### config.mk
export PLATFORM = sky130hd
export DESIGN_NAME = sensor_frame_parser_core
export DESIGN_NICKNAME = d
export VERILOG_FILES = /design/src/rtl/core/sfp_pkg.sv /design/src/rtl/core/sensor_frame_parser_core.sv /design/src/rtl/core/sfp_in_reg.sv /design/src/rtl/core/sfp_parser.sv /design/src/rtl/core/sfp_out_reg.sv
export SDC_FILE = /design/constraint.sdc
export NUM_CORES = 1
export LEC_CHECK = 0
export ABC_AREA = 1
export BUFFER_PORTS_ARGS = -buffer_cell sky130_fd_sc_hd__buf_2
export CORE_UTILIZATION = 30
export DETAILED_ROUTE_END_ITERATION = 8
export GPL_TIMING_DRIVEN = 0
export PLACE_DENSITY_LB_ADDON = 0.12
export SLEW_MARGIN = 40
export SYNTH_ARGS = -nofsm -noshare
export SYNTH_HDL_FRONTEND = slang
export SYNTH_SLANG_ARGS = --single-unit
### constraint.sdc
create_clock -name clk -period 5.7 [get_ports clk]
set_input_delay 0.285 -clock clk [delete_from_list [all_inputs] [get_ports clk]]
set_output_delay 0.285 -clock clk [all_outputs]
set_load 0.05 [all_outputs]
### src/rtl/core/sfp_pkg.sv
// sfp_pkg: shared constants and types for the sensor frame parser.
// No dependencies; used by sensor_frame_parser_core, sfp_parser and sfp_out_reg.
`default_nettype none

package sfp_pkg;

  localparam logic [7:0] HDR_FIRST  = 8'hAA;
  localparam logic [7:0] HDR_SECOND = 8'h55;
  localparam logic [7:0] FRAME_TYPE = 8'h01;
  localparam logic [7:0] FRAME_LEN  = 8'h04;

  localparam int PAYLOAD_BYTES = 4;

  // parser phase codes
  localparam logic [1:0] PH_HUNT1 = 2'd0;
  localparam logic [1:0] PH_HUNT2 = 2'd1;
  localparam logic [1:0] PH_BODY  = 2'd2;

  // body byte positions
  localparam logic [2:0] POS_TYPE  = 3'd0;
  localparam logic [2:0] POS_LEN   = 3'd1;
  localparam logic [2:0] POS_DATA0 = 3'd2;
  localparam logic [2:0] POS_DATA1 = 3'd3;
  localparam logic [2:0] POS_DATA2 = 3'd4;
  localparam logic [2:0] POS_DATA3 = 3'd5;

  typedef struct packed {
    logic [15:0] temperature_tenths;
    logic [15:0] humidity_tenths;
  } result_t;

endpackage

`default_nettype wire

### src/rtl/core/sensor_frame_parser_core.sv
// sensor_frame_parser_core: top level of the byte-serial sensor frame parser.
// Depends on sfp_pkg, sfp_in_reg, sfp_parser and sfp_out_reg.
//
// channel | ports                                          | dir
// --------+------------------------------------------------+-----
// input   | in_valid, in_stall, in_data_byte[7:0]          | in
// result  | out_valid, out_stall, out_temperature_tenths,  | out
//         | out_humidity_tenths                            |
//
// One byte per cycle while in_stall is low: a byte is held in the input
// register, then the parser state and payload registers update; a good
// checksum byte is held in the input register and then loads the result
// register, raising out_valid, once res_ready lets the parser consume it.
// Synchronous active-low reset clears valids and parser state.
// A held result only stalls input when a second frame completes behind it.
`default_nettype none

module sensor_frame_parser_core (
  input  wire logic        clk,
  input  wire logic        rst_n,
  input  wire logic        in_valid,
  output logic             in_stall,
  input  wire logic [7:0]  in_data_byte,
  output logic             out_valid,
  input  wire logic        out_stall,
  output logic [15:0]      out_temperature_tenths,
  output logic [15:0]      out_humidity_tenths
);

  logic             consume;
  logic             byte_valid;
  logic [7:0]       byte_data;
  logic             res_valid;
  logic             res_ready;
  sfp_pkg::result_t res;

  sfp_in_reg u_in_reg (
    .clk          (clk),
    .rst_n        (rst_n),
    .in_valid     (in_valid),
    .in_stall     (in_stall),
    .in_data_byte (in_data_byte),
    .consume      (consume),
    .byte_valid   (byte_valid),
    .byte_data    (byte_data)
  );

  sfp_parser u_parser (
    .clk        (clk),
    .rst_n      (rst_n),
    .byte_valid (byte_valid),
    .byte_data  (byte_data),
    .res_ready  (res_ready),
    .consume    (consume),
    .res_valid  (res_valid),
    .res        (res)
  );

  sfp_out_reg u_out_reg (
    .clk                    (clk),
    .rst_n                  (rst_n),
    .res_valid              (res_valid),
    .res                    (res),
    .res_ready              (res_ready),
    .out_valid              (out_valid),
    .out_stall              (out_stall),
    .out_temperature_tenths (out_temperature_tenths),
    .out_humidity_tenths    (out_humidity_tenths)
  );

endmodule

`default_nettype wire

### src/rtl/core/sfp_in_reg.sv
// sfp_in_reg: input register stage holding one received byte.
// No package dependencies; fed by the input channel.
`default_nettype none

module sfp_in_reg (
  input  wire logic       clk,
  input  wire logic       rst_n,
  input  wire logic       in_valid,
  output logic            in_stall,
  input  wire logic [7:0] in_data_byte,
  input  wire logic       consume,
  output logic            byte_valid,
  output logic [7:0]      byte_data
);

  logic       valid_r, valid_nxt;
  logic [7:0] data_r;
  logic       load;

  assign in_stall   = valid_r && !consume;
  assign load       = in_valid && !in_stall;
  assign byte_valid = valid_r;
  assign byte_data  = data_r;

  always_comb begin
    valid_nxt = valid_r;
    if (load) begin
      valid_nxt = 1'b1;
    end else if (consume) begin
      valid_nxt = 1'b0;
    end
  end

  always_ff @(posedge clk) begin
    if (!rst_n) begin
      valid_r <= 1'b0;
    end else begin
      valid_r <= valid_nxt;
    end
  end

  always_ff @(posedge clk) begin
    if (load) begin
      data_r <= in_data_byte;
    end
  end

endmodule

`default_nettype wire

### src/rtl/core/sfp_parser.sv
// sfp_parser: header hunt, type/length check, payload capture and checksum.
// Depends on sfp_pkg for codes and the result_t type.
`default_nettype none

module sfp_parser (
  input  wire logic        clk,
  input  wire logic        rst_n,
  input  wire logic        byte_valid,
  input  wire logic [7:0]  byte_data,
  input  wire logic        res_ready,
  output logic             consume,
  output logic             res_valid,
  output sfp_pkg::result_t res
);

  logic [1:0] phase_r, phase_nxt;
  logic [2:0] pos_r, pos_nxt;
  logic [7:0] sum_r, sum_nxt;
  logic [7:0] pay_r [sfp_pkg::PAYLOAD_BYTES];
  logic       pay_we;
  logic       emit;
  logic [1:0] pay_idx;
  logic [2:0] pos_off;

  assign pos_off = pos_r - sfp_pkg::POS_DATA0;
  assign pay_idx = pos_off[1:0];

  always_comb begin
    phase_nxt = sfp_pkg::PH_HUNT1;
    pos_nxt   = sfp_pkg::POS_TYPE;
    sum_nxt   = 8'd0;
    pay_we    = 1'b0;
    emit      = 1'b0;
    unique case (phase_r)
      sfp_pkg::PH_HUNT2: begin
        if (byte_data == sfp_pkg::HDR_SECOND) begin
          phase_nxt = sfp_pkg::PH_BODY;
        end else if (byte_data == sfp_pkg::HDR_FIRST) begin
          phase_nxt = sfp_pkg::PH_HUNT2;
        end
      end
      sfp_pkg::PH_BODY: begin
        case (pos_r)
          sfp_pkg::POS_TYPE: begin
            phase_nxt = sfp_pkg::PH_BODY;
            pos_nxt   = sfp_pkg::POS_LEN;
            sum_nxt   = byte_data;
          end
          sfp_pkg::POS_LEN: begin
            if (sum_r == sfp_pkg::FRAME_TYPE && byte_data == sfp_pkg::FRAME_LEN) begin
              phase_nxt = sfp_pkg::PH_BODY;
              pos_nxt   = sfp_pkg::POS_DATA0;
              sum_nxt   = sum_r + byte_data;
            end
          end
          sfp_pkg::POS_DATA0, sfp_pkg::POS_DATA1,
          sfp_pkg::POS_DATA2, sfp_pkg::POS_DATA3: begin
            phase_nxt = sfp_pkg::PH_BODY;
            pos_nxt   = pos_r + 3'd1;
            sum_nxt   = sum_r + byte_data;
            pay_we    = 1'b1;
          end
          default: begin
            // checksum byte
            emit = (byte_data == sum_r);
          end
        endcase
      end
      default: begin
        // hunting first header byte; unused code behaves the same
        if (byte_data == sfp_pkg::HDR_FIRST) begin
          phase_nxt = sfp_pkg::PH_HUNT2;
        end
      end
    endcase
  end

  assign consume   = byte_valid && (!emit || res_ready);
  assign res_valid = consume && emit;
  assign res.temperature_tenths = {pay_r[0], pay_r[1]};
  assign res.humidity_tenths    = {pay_r[2], pay_r[3]};

  always_ff @(posedge clk) begin
    if (!rst_n) begin
      phase_r <= sfp_pkg::PH_HUNT1;
      pos_r   <= sfp_pkg::POS_TYPE;
      sum_r   <= 8'd0;
    end else if (consume) begin
      phase_r <= phase_nxt;
      pos_r   <= pos_nxt;
      sum_r   <= sum_nxt;
    end
  end

  always_ff @(posedge clk) begin
    if (consume && pay_we) begin
      pay_r[pay_idx] <= byte_data;
    end
  end

endmodule

`default_nettype wire

### src/rtl/core/sfp_out_reg.sv
// sfp_out_reg: result register driving the output channel.
// Depends on sfp_pkg for the result_t type.
`default_nettype none

module sfp_out_reg (
  input  wire logic              clk,
  input  wire logic              rst_n,
  input  wire logic              res_valid,
  input  wire sfp_pkg::result_t  res,
  output logic                   res_ready,
  output logic                   out_valid,
  input  wire logic              out_stall,
  output logic [15:0]            out_temperature_tenths,
  output logic [15:0]            out_humidity_tenths
);

  logic             valid_r, valid_nxt;
  sfp_pkg::result_t data_r;

  assign res_ready = !valid_r || !out_stall;
  assign out_valid = valid_r;
  assign out_temperature_tenths = data_r.temperature_tenths;
  assign out_humidity_tenths    = data_r.humidity_tenths;

  always_comb begin
    valid_nxt = valid_r;
    if (res_valid) begin
      valid_nxt = 1'b1;
    end else if (!out_stall) begin
      valid_nxt = 1'b0;
    end
  end

  always_ff @(posedge clk) begin
    if (!rst_n) begin
      valid_r <= 1'b0;
    end else begin
      valid_r <= valid_nxt;
    end
  end

  always_ff @(posedge clk) begin
    if (res_valid) begin
      data_r <= res;
    end
  end

endmodule

`default_nettype wire
==> out/qor.yml <==
reg2reg_slack_ps: 2980
rsz0062_at_grt: "no"
synthTopCellsByArea: "edfxtp_1 60%, dfxtp_1 8.4%, nand2_1 7.2%, ha_1 4.9%, inv_1 3.7%"
initial_core_util: 0.3105
drc: 6
dp.cells: 486
final_nets: 381
finalPower_uw: 1308
fin_setup_tns_ps: 0
slew_viol_final: 0
cp-end-kind: "flip-flop"
critPathCapture: "u_parser.pay_r[2][1]"
crit_start: "u_in_reg.byte_data[6]"
cts_root_buf: "clkbuf_16"
p_switching_uw: 296.1
rr_startpoint: "u_in_reg.byte_data[6]"
r2r-end: "u_parser.pay_r[2][1]"
fmax_ghz: 0.3675
num_vias: 2219
drt_wl_total_mm: 7.146
synth_warnings: 0
layout.cells.non_filler: 502
final_cell_mix: "72 x edfxtp_1, 69 x nand2_1, 45 x buf_2"
synth-simple-area-share: 0.1533
synth.distinct_cells: 29
cts_hold_buf: 0
final_common_cell: "edfxtp_1"
grt_max_degree: 22
synth_compound_area_frac: 0.05052
grt_pass1_vias: 2307
core-area_sq_um: 11560
worstPathCellList: "ha_1, nor2_1, nand2_1, nor2_1, nand4_4, nand3_2, inv_1, o21ai_0, nor2_1"
status: "finished, violations left"
synth_top_area_share: 0.6021
die_area_sq_um: 12410
ctsResizeCount: 0
synth-async-reset-ratio: 0
htree_levels: 3
p_int_uw: 1012
reg2reg_depth: 9
muxShareOfSynthArea: 0
crit_slowest_cell: "nor2_1"
syn_nets: 324
cp.required_ps: 5670
insertion_delay_ps: 340
numCtsBuffers: 9
grt_overflow_total: 0
drv_cap: 0
row_count: 39
tritoncts: "built"
slew_headroom: 0.4963
postCtsSetupBuffers: 0
p_per_area_nw_per_um2: 302.9
dpl.hpwl_mm: 5.005
holdPathStages: 1
synth.largest_area_cell: "edfxtp_1"
p_seq_frac: 0.543
antenna_found_initial: 0
start_kind: "flip-flop"
drive_gt1_frac: 0.2256
crit_type: "reg -> reg"
grt_pass1_wl_mm: 11.65
tightest_slew_ps: 755.6
leakagePower_uw: 0.001696
synth_edf_count: 72
netlist_instances: 297
post-route-period-util: 0.4774
gp_congestion: 0.7985
clockPowerShare: 0.421
io_buffers: 45
grt.total_usage: 0.1277
min_period_ps: 2721
area_delta_synth_final_pct: 20.24
cp_max_fo: 9
ys_ff_latch: 87
die_y_microns: 111.4
path_clk_slew_ps: 60
switching_share: 0.2264
wl_per_cell_microns: 14.24
drt_iter0_drc: 120
synth_fa_ha_area_frac: 0.05436
yosysSeqAreaShare: 0.6857
viasPerCell: 4.420
antennaDiodeCount: 0
finalHoldViolations: 0
syn_area_sq_um: 3591
synthFlopType: "edfxtp_1"
setup_viol: 0
syn_avg_cell_area_sq_um: 12.09
numClockSinks: 87
drtPass1Iterations: 8
synth_top_family_by_area: "simple AND/OR/NAND/NOR gates"
die_x_microns: 111.4
failed_checks: "design-rule violations"
synthXorXnorAreaFrac: 0.01185
ir_drop_mv: 0.1053
critPathArrivalTime_ps: 2690
num_io_pins: 46
ant_nets: 0
max_stage_delay_ps: 590
clock_skew_ps: 5.329
holdCritPathClass: "in -> reg"
power_frac_comb: 0.036
path_common_cell: "nor2_1"
clockBufferDepth: 2
post-route-util: 0.3734
## synthesized netlist by cell type, drive strengths merged, types with 2 or more instances
cell type  count
nor2          29
nand4          3
xnor2          2
o21ai         11
a21oi         20
nand3         12
xor2           2
inv           36
nand2         73
ha            14
dfxtp         15
edfxtp        72
## cell type report
| type | instances | area, sq um |
|---|---|---|
| inverter | 36 | 135.1 |
| clock inverter | 7 | 57.56 |
| clock buffer | 9 | 225.2 |
| multi-input combinational | 172 | 982.2 |
| buffer | 2 | 23.77 |
| timing repair buffer | 46 | 252.7 |
| sequential | 87 | 2462 |
| fill | 1171 | 7247 |
| tap | 143 | 178.9 |
## stage by stage
stage | hold WS, ps | instance area [sq um] | setup WS (ps)
finish | 117.3 | 4318 | 2979
global route | 102.9 | 4318 | 2752
CTS | 107.1 | 4315 | 2872
detailed placement | 404.5 | 4033 | 2880
global placement | 400.2 | 3995 | 1631
floorplan | 383.9 | 3591 | 2586
## power groups by stage
stage	sequential, uW	clock [uW]	combinational [uW]
after floorplan	715	0	34.9
after global placement	725	0	46.7
after detailed placement	725	0	47.7
after CTS	711	569	48.0
after global routing	711	590	54.6
final	710	551	47.2
## per-layer routing
metal / wire (microns) / GRT usage / vias up / share of wire
met4: 167 / 0.06847 / 0 / 0.023
li1: - / - / 1121 / -
met3: 397 / 0.03974 / 13 / 0.056
met2: 3417 / 0.2129 / 56 / 0.48
met1: 3163 / 0.1471 / 1029 / 0.44
met5: 0 / 0 / - / 0
## state kept, by name, indices dropped and copies added, names as in the netlist
signal                  count
u_parser.sum_r              8
u_in_reg.byte_valid         1
u_in_reg.byte_data          8
u_parser.pos_r              3
out_temperature_tenths     16
u_out_reg.out_valid         1
out_humidity_tenths        16
u_parser.phase_r            2
u_parser.pay_r             32
## critical path, delay by kind of cell (launching register included)
family,cells,cell delay (ps)
adders and majority gates,1,460
DFF,1,580
and+or+nand+nor,6,1000
AOI/OAI and AO/OA,1,190
buffers and inverters,1,110
## logic make-up after synthesis
| kind of cell | count (synthesis) |
|---|---|
| AOI/OAI and AO/OA | 32 |
| xor gates and xnor gates | 4 |
| adders and majority gates | 15 |
| buffers and inverters | 38 |
| DFF | 87 |
| and+or+nand+nor | 121 |
## worst min-delay path by stage
stage | slack, ps | from | end
detailed placement | 400 | u_parser.pay_r[2][3] | out_humidity_tenths[11]
global route | 100 | in_data_byte[1] | u_in_reg.byte_data[1]
floorplan | 380 | in_data_byte[0] | u_in_reg.byte_data[0]
finish | 120 | in_data_byte[7] | u_in_reg.byte_data[7]
global placement | 400 | u_parser.pay_r[0][5] | out_temperature_tenths[13]
CTS | 110 | in_data_byte[7] | u_in_reg.byte_data[7]
No activity file was read; power rests on OpenSTA's default activity.
